## config.mk

```make
export PLATFORM = sky130hd
export DESIGN_NAME = round_robin_scheduler
export DESIGN_NICKNAME = d
export VERILOG_FILES = /design/src/rrs_pkg.sv /design/src/rrs_dp.sv /design/src/rrs_ctrl.sv /design/src/round_robin_scheduler.sv
export SDC_FILE = /design/constraint.sdc
export NUM_CORES = 1
export LEC_CHECK = 0
export ABC_CLOCK_PERIOD_IN_PS = 4000
export BUFFER_PORTS_ARGS = -buffer_cell sky130_fd_sc_hd__buf_2
export CAP_MARGIN = 20
export CORE_MARGIN = 10
export CORE_UTILIZATION = 55
export DETAILED_ROUTE_END_ITERATION = 7
export HOLD_SLACK_MARGIN = 0.08
export PLACE_DENSITY = 0.77
export SLEW_MARGIN = 20
export SYNTH_ARGS = -nofsm -noshare
export SYNTH_HDL_FRONTEND = slang
export SYNTH_SLANG_ARGS = --single-unit
```

## constraint.sdc

```tcl
create_clock -name clk -period 4 [get_ports clk]
set_input_delay 0.8 -clock clk [delete_from_list [all_inputs] [get_ports clk]]
set_output_delay 0.8 -clock clk [all_outputs]
set_load 0.005 [all_outputs]
```

## src/rrs_pkg.sv

```systemverilog
// Shared types and constants for the round-robin time-slice scheduler.
// Depends on nothing; every other file of the block imports it.
`timescale 1ns / 1ps
`default_nettype none

package rrs_pkg;

  // Process count scanned per tick and ready queue depth
  localparam int PROC_CNT   = 16;
  localparam int FIFO_DEPTH = 16;
  localparam int IDX_W      = $clog2(PROC_CNT);
  localparam int ADDR_W     = $clog2(FIFO_DEPTH);
  localparam int FILL_W     = ADDR_W + 1;
  localparam int MASK_W     = 16;
  localparam int TQ_W       = 8;
  localparam int RUN_IDX_W  = 4;

  localparam logic [TQ_W-1:0] TQ_RESET = 8'd4;

  typedef struct packed {
    logic [MASK_W-1:0] arrived_mask;
    logic [MASK_W-1:0] done_mask;
  } in_word_t;

  typedef struct packed {
    logic                 run_valid;
    logic [RUN_IDX_W-1:0] run_index;
  } out_word_t;

  // Controller to datapath
  typedef struct packed {
    logic load;
    logic scan;
    logic rd;
    logic rotate;
    logic emit;
  } rrs_cmd_t;

  // Datapath to controller
  typedef struct packed {
    logic              scan_last;
    logic              out_busy;
    logic [FILL_W-1:0] fill;
    logic [PROC_CNT-1:0] queued;
  } rrs_status_t;

endpackage

`default_nettype wire

```

## src/rrs_dp.sv

```systemverilog
// Datapath of the scheduler: ready queue memory, head/count, queued flags,
// slice counter, quantum register and output word register. Uses rrs_pkg.
`timescale 1ns / 1ps
`default_nettype none

module rrs_dp (
  input  wire                     clk,
  input  wire                     rst_n,
  input  rrs_pkg::rrs_cmd_t       cmd,
  output rrs_pkg::rrs_status_t    status,
  input  rrs_pkg::in_word_t       in_data,
  input  wire                     cfg_we,
  input  wire [rrs_pkg::TQ_W-1:0] cfg_data,
  output logic                    out_valid,
  input  wire                     out_ready,
  output rrs_pkg::out_word_t      out_data
);
  import rrs_pkg::*;

  logic [IDX_W-1:0]    mem [FIFO_DEPTH];
  logic [IDX_W-1:0]    rdata_r;
  logic [MASK_W-1:0]   arr_r, arr_nxt, done_r, done_nxt;
  logic [IDX_W-1:0]    idx_r, idx_nxt;
  logic [ADDR_W-1:0]   head_r, head_nxt;
  logic [FILL_W-1:0]   count_r, count_nxt;
  logic [PROC_CNT-1:0] queued_r, queued_nxt;
  logic [TQ_W-1:0]     slice_r, slice_nxt;
  logic [TQ_W-1:0]     tq_r;
  logic                ovalid_r, ovalid_nxt;
  out_word_t           out_r, out_nxt;
  logic                wr_en;
  logic [ADDR_W-1:0]   wr_addr;
  logic [IDX_W-1:0]    wr_data;
  logic                scan_hit;
  logic                head_done;

  assign status.scan_last = (idx_r == IDX_W'(PROC_CNT - 1));
  assign status.out_busy  = ovalid_r && !out_ready;
  assign status.fill      = count_r;
  assign status.queued    = queued_r;
  assign out_valid        = ovalid_r;
  assign out_data         = out_r;

  // Next-state logic for queue, flags, slice and output word
  always_comb begin
    arr_nxt    = arr_r;
    done_nxt   = done_r;
    idx_nxt    = idx_r;
    head_nxt   = head_r;
    count_nxt  = count_r;
    queued_nxt = queued_r;
    slice_nxt  = slice_r;
    ovalid_nxt = ovalid_r;
    out_nxt    = out_r;
    wr_en      = 1'b0;
    wr_addr    = head_r + count_r[ADDR_W-1:0];
    wr_data    = idx_r;
    scan_hit   = arr_r[idx_r] && !done_r[idx_r] && !queued_r[idx_r];
    head_done  = done_r[rdata_r];

    // Capture the tick's masks and restart the scan
    if (cmd.load) begin
      arr_nxt  = in_data.arrived_mask;
      done_nxt = in_data.done_mask;
      idx_nxt  = '0;
    end

    // Scan one process index per cycle; append it if newly arrived and room is left
    if (cmd.scan) begin
      idx_nxt = idx_r + 1'b1;
      if (scan_hit && (count_r < FILL_W'(FIFO_DEPTH))) begin
        wr_en               = 1'b1;
        count_nxt           = count_r + 1'b1;
        queued_nxt[idx_r]   = 1'b1;
      end
    end

    // Drop or rotate the head when its slice is over or it is done
    if (cmd.rotate && (count_r != '0) && ((slice_r == '0) || head_done)) begin
      head_nxt  = head_r + 1'b1;
      slice_nxt = tq_r;
      if (head_done) begin
        count_nxt           = count_r - 1'b1;
        queued_nxt[rdata_r] = 1'b0;
      end else begin
        wr_en   = 1'b1;
        wr_data = rdata_r;
      end
    end

    // Emit the result word and count the slice down
    if (cmd.emit) begin
      ovalid_nxt = 1'b1;
      if (count_r != '0) begin
        out_nxt.run_valid = 1'b1;
        out_nxt.run_index = RUN_IDX_W'(rdata_r);
        if (slice_r != '0) begin
          slice_nxt = slice_r - 1'b1;
        end
      end else begin
        out_nxt   = '0;
        slice_nxt = '0;
      end
    end else if (ovalid_r && out_ready) begin
      ovalid_nxt = 1'b0;
    end
  end

  // Control registers
  always_ff @(posedge clk) begin
    if (!rst_n) begin
      idx_r    <= '0;
      head_r   <= '0;
      count_r  <= '0;
      queued_r <= '0;
      slice_r  <= TQ_RESET;
      tq_r     <= TQ_RESET;
      ovalid_r <= 1'b0;
    end else begin
      idx_r    <= idx_nxt;
      head_r   <= head_nxt;
      count_r  <= count_nxt;
      queued_r <= queued_nxt;
      slice_r  <= slice_nxt;
      ovalid_r <= ovalid_nxt;
      if (cfg_we) begin
        tq_r <= cfg_data;
      end
    end
  end

  // Payload registers
  always_ff @(posedge clk) begin
    arr_r  <= arr_nxt;
    done_r <= done_nxt;
    out_r  <= out_nxt;
  end

  // Ready queue memory: one write port, registered head read
  always_ff @(posedge clk) begin
    if (wr_en) begin
      mem[wr_addr] <= wr_data;
    end
    if (cmd.rd) begin
      rdata_r <= mem[head_r];
    end
  end

endmodule

`default_nettype wire

```

## src/rrs_ctrl.sv

```systemverilog
// Controller state machine of the scheduler: sequences load, scan,
// head read, rotation and emit. Uses rrs_pkg.
`timescale 1ns / 1ps
`default_nettype none

module rrs_ctrl (
  input  wire                  clk,
  input  wire                  rst_n,
  input  wire                  in_valid,
  output logic                 in_ready,
  input  rrs_pkg::rrs_status_t status,
  output rrs_pkg::rrs_cmd_t    cmd
);
  import rrs_pkg::*;

  typedef enum logic [2:0] {
    S_IDLE,
    S_SCAN,
    S_READ,
    S_ROTATE,
    S_REREAD,
    S_EMIT
  } state_t;

  state_t state_r, state_nxt;

  // Decode commands from state
  always_comb begin
    cmd        = '0;
    in_ready   = (state_r == S_IDLE);
    cmd.load   = (state_r == S_IDLE) && in_valid;
    cmd.scan   = (state_r == S_SCAN);
    cmd.rd     = (state_r == S_READ) || (state_r == S_REREAD);
    cmd.rotate = (state_r == S_ROTATE);
    cmd.emit   = (state_r == S_EMIT) && !status.out_busy;
  end

  // Advance through one tick
  always_comb begin
    state_nxt = state_r;
    unique case (state_r)
      S_IDLE:   if (in_valid) state_nxt = S_SCAN;
      S_SCAN:   if (status.scan_last) state_nxt = S_READ;
      S_READ:   state_nxt = S_ROTATE;
      S_ROTATE: state_nxt = S_REREAD;
      S_REREAD: state_nxt = S_EMIT;
      S_EMIT:   if (!status.out_busy) state_nxt = S_IDLE;
      default:  state_nxt = S_IDLE;
    endcase
  end

  always_ff @(posedge clk) begin
    if (!rst_n) begin
      state_r <= S_IDLE;
    end else begin
      state_r <= state_nxt;
    end
  end

endmodule

`default_nettype wire

```

## src/round_robin_scheduler.sv

```systemverilog
// Round-robin time-slice scheduler, one tick word in, one result word out.
// After input accept the arrival scan checks one process index per cycle, then
// head read, rotation, head re-read and emit follow; emit waits while the output
// word is held. A new tick word is taken only after the last one is emitted.
// Reset (rst_n low, synchronous): queue empty, no process queued, quantum
// and slice 4, no result pending. Queue memory contents are not cleared.
`timescale 1ns / 1ps
`default_nettype none

module round_robin_scheduler (
  input  wire                     clk,
  input  wire                     rst_n,
  input  wire                     in_valid,
  output logic                    in_ready,
  input  rrs_pkg::in_word_t       in_data,
  output logic                    out_valid,
  input  wire                     out_ready,
  output rrs_pkg::out_word_t      out_data,
  input  wire                     cfg_we,
  input  wire [rrs_pkg::TQ_W-1:0] cfg_data
);
  import rrs_pkg::*;

  rrs_cmd_t    cmd;
  rrs_status_t status;

  rrs_ctrl u_ctrl (
    .clk      (clk),
    .rst_n    (rst_n),
    .in_valid (in_valid),
    .in_ready (in_ready),
    .status   (status),
    .cmd      (cmd)
  );

  rrs_dp u_dp (
    .clk       (clk),
    .rst_n     (rst_n),
    .cmd       (cmd),
    .status    (status),
    .in_data   (in_data),
    .cfg_we    (cfg_we),
    .cfg_data  (cfg_data),
    .out_valid (out_valid),
    .out_ready (out_ready),
    .out_data  (out_data)
  );

`ifndef NO_ASSERTIONS
  // Every queued flag matches exactly one queue entry
  a_flags_match_fill: assert property (@(posedge clk) disable iff (!rst_n)
    $countones(status.queued) == int'(status.fill))
    else $error("queued flags disagree with queue fill");

  // Queue never overfills
  a_fill_bound: assert property (@(posedge clk) disable iff (!rst_n)
    status.fill <= FILL_W'(FIFO_DEPTH))
    else $error("queue fill beyond depth");

  // One word at a time: busy right after an accept
  a_busy_after_accept: assert property (@(posedge clk) disable iff (!rst_n)
    (in_valid && in_ready) |=> !in_ready)
    else $error("input accepted while a tick is in progress");

  // A result is emitted only when the output slot can take it
  a_emit_slot_free: assert property (@(posedge clk) disable iff (!rst_n)
    cmd.emit |-> (!out_valid || out_ready))
    else $error("result emitted over a pending word");
`endif

endmodule

`default_nettype wire

```

* After elaboration in Yosys (flattened, before gate mapping)
Memory sizes are Yosys's and may differ from the RTL's. A register that Yosys moved wholly into a read port is not among the register bits.
Cells that the tools add are included.
** Operators by class
- Add/sub/neg operators :: 6
- Magnitude comparators :: 5
- Equal/unequal tests :: 9
- Multiplexer cells :: 41
- Bitwise operators :: 3
- Reductions and logical operators :: 24
** Operators with widths (number)
- 16-bit 2-to-1 mux :: 4
- 8-bit 2-to-1 mux :: 4
- 5-bit 2-to-1 mux :: 5
- 3-bit one-hot mux with 6 select lines :: 1
- 16-bit AND :: 1
- 1-bit binary-select mux with 4-bit select :: 4
- 4-bit 2-to-1 mux :: 4
- 16-bit NOT :: 1
- 16-bit bitwise OR :: 1
- 1-bit 2-to-1 mux :: 14
- 1-bit logical AND :: 11
- 4-bit by 5-bit less-than comparator with 1-bit output (second input constant) :: 2
- 3-bit 2-to-1 mux :: 3
- 4-bit by 1-bit adder with 4-bit output (second input constant) :: 2
- 1-bit demux with 4-bit select :: 2
- 4-bit by 1-bit greater-or-equal comparator with 1-bit output (second input constant) :: 2
- 8-bit logical NOT :: 1
- 8-bit nonzero test :: 1
- 8-bit by 1-bit subtractor with 8-bit output (second input constant) :: 1
- 3-bit by 2-bit equality test with 1-bit output (second input constant) :: 2
- 3-bit equality test (second input constant) :: 2
- 5-bit by 1-bit adder with 5-bit output (second input constant) :: 1
- 5-bit less-than comparator (second input constant) :: 1
- 5-bit nonzero test :: 1
- other kinds (11) :: 17
** Word-level totals
- Register bits :: 86
- Bits in writable memories :: 64
- Input bits :: 45
- Output and inout port bits :: 7
- Logic and storage cells :: 101
- Memories kept :: 1
** Memories
- u_dp.mem :: words 16, width 4, rd ports 1, clocked after memory_dff 1, wr ports 1, RTL line rrs_dp.sv:20 : logic [IDX_W-1:0] mem [FIFO_DEPTH];

* Depth between registers and ports, before layout
- Depth in word-level cells :: 12
- Mapped depth :: 9
- Gate-level depth less buffers :: 8

* Modules after synthesis
A second synthesis with hierarchy kept.
** Second synthesis, totals
- Cells, all modules :: 550
- Area total of the unflattened synthesis :: 6995.5 µm²
** Modules (own cells, without submodules)
- rrs_dp :: times used 1, cells an instance 526, area each 6810.3 µm², seq. area each 4073.9 µm²
- rrs_ctrl :: times used 1, cells an instance 24, area each 185.2 µm², seq. area each 60.1 µm²

* Worst setup path after synthesis
Ideal clock, no wire load.
- Path type :: register to register
- Start point :: register u_dp.rdata_r[1] (read register of u_dp.mem)
- End point :: memory u_dp.mem[13][0] (netlist bit), enable pin
- Setup time :: 0.377 ns
- Data arrival time :: 2.257 ns
- Data required time :: 3.623 ns
- Path slack :: 1.366 ns
- Cell stages (with the launch flop) :: 8
- Buffers on the path :: 1
- Clock period less this slack :: 2.634 ns
- Path through :: edfxtp_1 -> buf_4 -> mux4_2 -> mux2i_1 -> mux2i_4 -> nor2_4 -> a21oi_2 -> nor4_1
** Between the ends
- Cells in the longest elaborated chain, start to end :: 7
- Elaborated cells on any way between the ends :: 8
- Those cells by class :: 6 x mux; 2 x reduce/logical
** RTL lines
- from (decl) :: RTL line rrs_dp.sv:21 : logic [IDX_W-1:0] rdata_r;
- 1-bit binary-select mux with 4-bit select (*) :: RTL line rrs_dp.sv:59 : head_done = done_r[rdata_r];
- 1-bit 2-to-1 mux (implied by the code) (*) :: RTL line rrs_dp.sv:59
- 1-bit logical OR :: RTL line rrs_dp.sv:79 : if (cmd.rotate && (count_r != '0) && ((slice_r == '0) || head_done)) begin
- 1-bit logical AND :: RTL line rrs_dp.sv:79
- 1-bit 2-to-1 mux (*) :: RTL line rrs_dp.sv:79
- 1-bit 2-to-1 mux (*) :: RTL line rrs_dp.sv:141 : if (wr_en) begin
- 1-bit 2-to-1 mux (implied by the code) (*) :: RTL line rrs_dp.sv:142 : mem[wr_addr] <= wr_data;
- to (decl) :: RTL line rrs_dp.sv:20
Mark *: on every way between the ends. The rest lies on a longest branch, timed or not. The select of a mux whose other input is x is not followed.

* Final worst setup path
- Start point :: register u_dp.rdata_r[1] (read register of u_dp.mem)
- End point :: memory u_dp.mem[1][0] (netlist bit), enable pin
Same word-level chain as after synthesis.

==> metrics.md <==
| Metric | Value |
|---|---|
| Status | `finished, final reports clean` |
| Worst hold path type | `reg -> reg` |
| Share of cells above drive strength 1 | `roughly a fifth` |
| CTS Root Cell | `clkbuf_16` |
| Compound-Gate Fraction of Synth Area | `a little under a tenth` |
| Post-route ant nets | `0` |
| Slew HR | `between 30% and 40%` |
| Number of flops mapped to enable cells by yosys | `105` |
| Power density over the cells | `~440 mW/mm^2` |
| Dpl ws | `570.3 ps` |
| Async SR Flop Fraction | `0%` |
| GP Congestion | `0.9380` |
| CTS H-Tree Depth | `4` |
| Slowest cell on crit path | `nor4_1` |
| Mapped cell area | `0.007221 sq mm` |
| Total GRT Usage | `between 10% and 20%` |
| Final Total Pwr | `around 3600 uW` |
| Largest family of logic cells by synthesized area | `simple AND/OR/NAND/NOR gates` |
| Warnings from Yosys | `0` |
| Setup WS post-layout | `roughly 560 ps` |
| Cell variety after synth | `between 60 and 70` |
| Synthesized net count | `~630` |
| Detailed Route Iter0 Violations | `640` |
| Top FF cell, synth | `edfxtp_1` |
| Hold_buf cts | `0` |
| Global route overflow | `0` |
| Longest Clk Path Bufs | `2` |
| RSZ-0062 raised after global routing | `false` |
| Reg2Reg Depth | `7` |
| Row cnt | `41` |
| Min cycle time layout | `roughly 3400 ps` |
| CTS tree | `yes` |
| Most common cell in the netlist | `edfxtp_1` |
| Reg clk slew, reported paths | `70 ps` |
| CP required | `between 4000 and 5000 ps` |
| Post-Synth Simple-Gate Area | `15.18%` |
| Hold path cells | `2` |
| Post-Synth Adder-Cell Area | `under 10%` |
| Slew @ Worst Pin | `914.9 ps` |
| Post-Synth XOR/XNOR Area | `under 10%` |
| Final Net Count | `slightly below 700` |
| CTS buffer count | `17` |
| Clk sinks | `~150` |
| Vias in the first global route | `5022` |
| Setup-failing EPs final | `0` |
| Worst path buffer plus inverter count | `1` |
| Crit Path Class | `reg -> reg` |
| DRC | `0` |
| Top cells by count, synth | `105 x edfxtp_1, 49 x dfxtp_1, 38 x nand2_1, 38 x nor3_1, 32 x mux2i_1` |
| Critical path peak fanout | `16` |
| Dpl hpwl | `11420 um` |
| Peak supply drop | `0.3908 mV` |
| Max_cap viols | `0` |
| Synth area leaders | `edfxtp_1 44%, dfxtp_1 14%, mux4_2 5.3%` |
| Post-Route WL | `about 16000 um` |
| Met2 Use GR | `between 20% and 30%` |
| Crit. End Element | `flip-flop` |
| Met1 usage | `about a quarter` |
| Final period utilization | `85.97%` |
| Number of antenna diodes | `0` |
| Starting Density | `between 50% and 60%` |
| Core Area | `~0.013 sq mm` |
| GR peak layer | `met2` |
| Die area | `roughly 0.018 sq mm` |
| First-pass detailed-route iteration total | `7` |
| Drt wl/cell | `~20 um` |
| Initial antenna violation count | `0` |
| Worst-Skew Late Latency | `roughly 440 ps` |
| Setup TNS | `0 ps` |
| Leak | `between 0.002 and 0.003 uW` |
| Final hold viol count | `0` |
| Largest area contributor in the netlist | `edfxtp_1` |
| Clock Skew | `9.586 ps` |
| Via count | `roughly 4900` |
| Worst Path Arrival | `roughly 3500 ps` |
| Largest net degree at the start of global routing | `49` |
| First-pass GRT wire length | `between 20000 and 30000 um` |
| #FFs+latches synth | `about 150` |
| CP peak stage delay | `770 ps` |
| Postcts setup bufs | `0` |
| Syn Area/Cell | `12.62 sq um` |
| Mux share of post-synthesis cell area | `a little under an eighth` |
| Die height | `134.6 um` |
| Grt met3 use | `about 6.6%` |
| CP cell instances | `mux4_1 -> mux2i_1 -> mux2i_4 -> nor2_4 -> a21oi_2 -> buf_4 -> nor4_1` |
| CP startpoint kind | `flip-flop` |
| Max Slew Vio Count | `0` |
| Top Family by Delay on Critical Path | `multiplexers` |
| Area growth syn-to-layout | `12.81%` |
| Fmax achieved | `around 0.29 GHz` |
| Critical path depth | `7` |
| Die X | `134.6 um` |
| PostCTS Resize Cnt | `0` |
| Post-synth top area share | `between 40% and 50%` |
| Via density per instance | `6.149` |
| Part of the Yosys area used for sequential elements | `a little under three fifths` |
| Buffers added on ports | `around 50` |
| I/O pin count | `52` |
| Post-Syn Instances | `around 570` |
## per-stage QoR
step / std cells / util [%] / area (sq um) / hold slack (ps)
3_3_place_gp: 769 / 59.57 / 7579 / 456.9
6_report: 801 / 64.02 / 8145 / 478.0
3_5_place_dp: 769 / 59.57 / 7579 / 462.0
5_1_grt: 801 / 64.02 / 8145 / 518.0
2_1_floorplan: 572 / - / 7221 / 440.8
4_1_cts: 801 / 64.02 / 8145 / 483.6
## routing by layer
layer / part of all wire (%) / wire, um
met2: 47 / 7701
met4: 1.8 / 295
met3: 7.9 / 1307
met1: 44 / 7167
met5: 0 / 0
## path summary, 6_finish.rpt
path | from | to | slack, ps
setup / recovery | u_dp.rdata_r[1] | u_dp.mem[1][0] | 560
hold / removal | u_dp.tq_r[2] | u_dp.tq_r[2] | 480
setup reg to reg | u_dp.rdata_r[1] | u_dp.mem[1][0] | 560
hold reg to reg | u_dp.tq_r[2] | u_dp.tq_r[2] | 480
## state kept, by name, indices dropped and copies added, names as in the netlist
name            flops
u_dp.done_r        16
u_dp.queued_r      16
u_dp.idx_r          4
u_dp.count_r        5
u_dp.arr_r         16
u_dp.mem           64
u_dp.out_data       5
u_ctrl.state_r      3
u_dp.head_r         4
u_dp.rdata_r        4
u_dp.tq_r           8
u_dp.out_valid      1
u_dp.slice_r        8
## cells by family (layout without fill, tap and decap cells)
kind of cell    count (synthesis)  after routing
mux                            58             58
fa+ha+maj                      14             14
compound gates                 90             90
xor+xnor                       10             10
simple gates                  196            196
flops                         154            154
buf+inv                        50            107
## placed cells by master (no fill, tap or decap), drive strengths merged, types with 21 or more instances in the layout
cell and count:
buf 58, dfxtp 49, edfxtp 105, inv 23, mux2i 33, nand2 38
nor2 21, nor3 39, nor4 21, o21ai 24
## cell type report
class / instances / area [sq um]
fill: 963 / 4577
sequential: 154 / 4134
multi-input combinational: 368 / 2858
clock buffer: 18 / 429.2
timing repair buffer: 58 / 307.8
tap: 172 / 215.2
clock inverter: 14 / 137.6
inverter: 17 / 63.81
## worst min-delay path, delay by kind of cell, from the launching register on
kind	cells	cell delay, ps
DFF	1	330
and+or+nand+nor	1	50
muxes	1	70
## power breakdown
group / switching [uW] / total, uW / internal, uW / leakage, uW
sequential: 54.5 / 1810 / 1760 / 0.00141
combinational: 156 / 263 / 107 / 0.00118
clock: 669 / 1540 / 868 / 0.000261
Power figures use the tool's default switching activity.
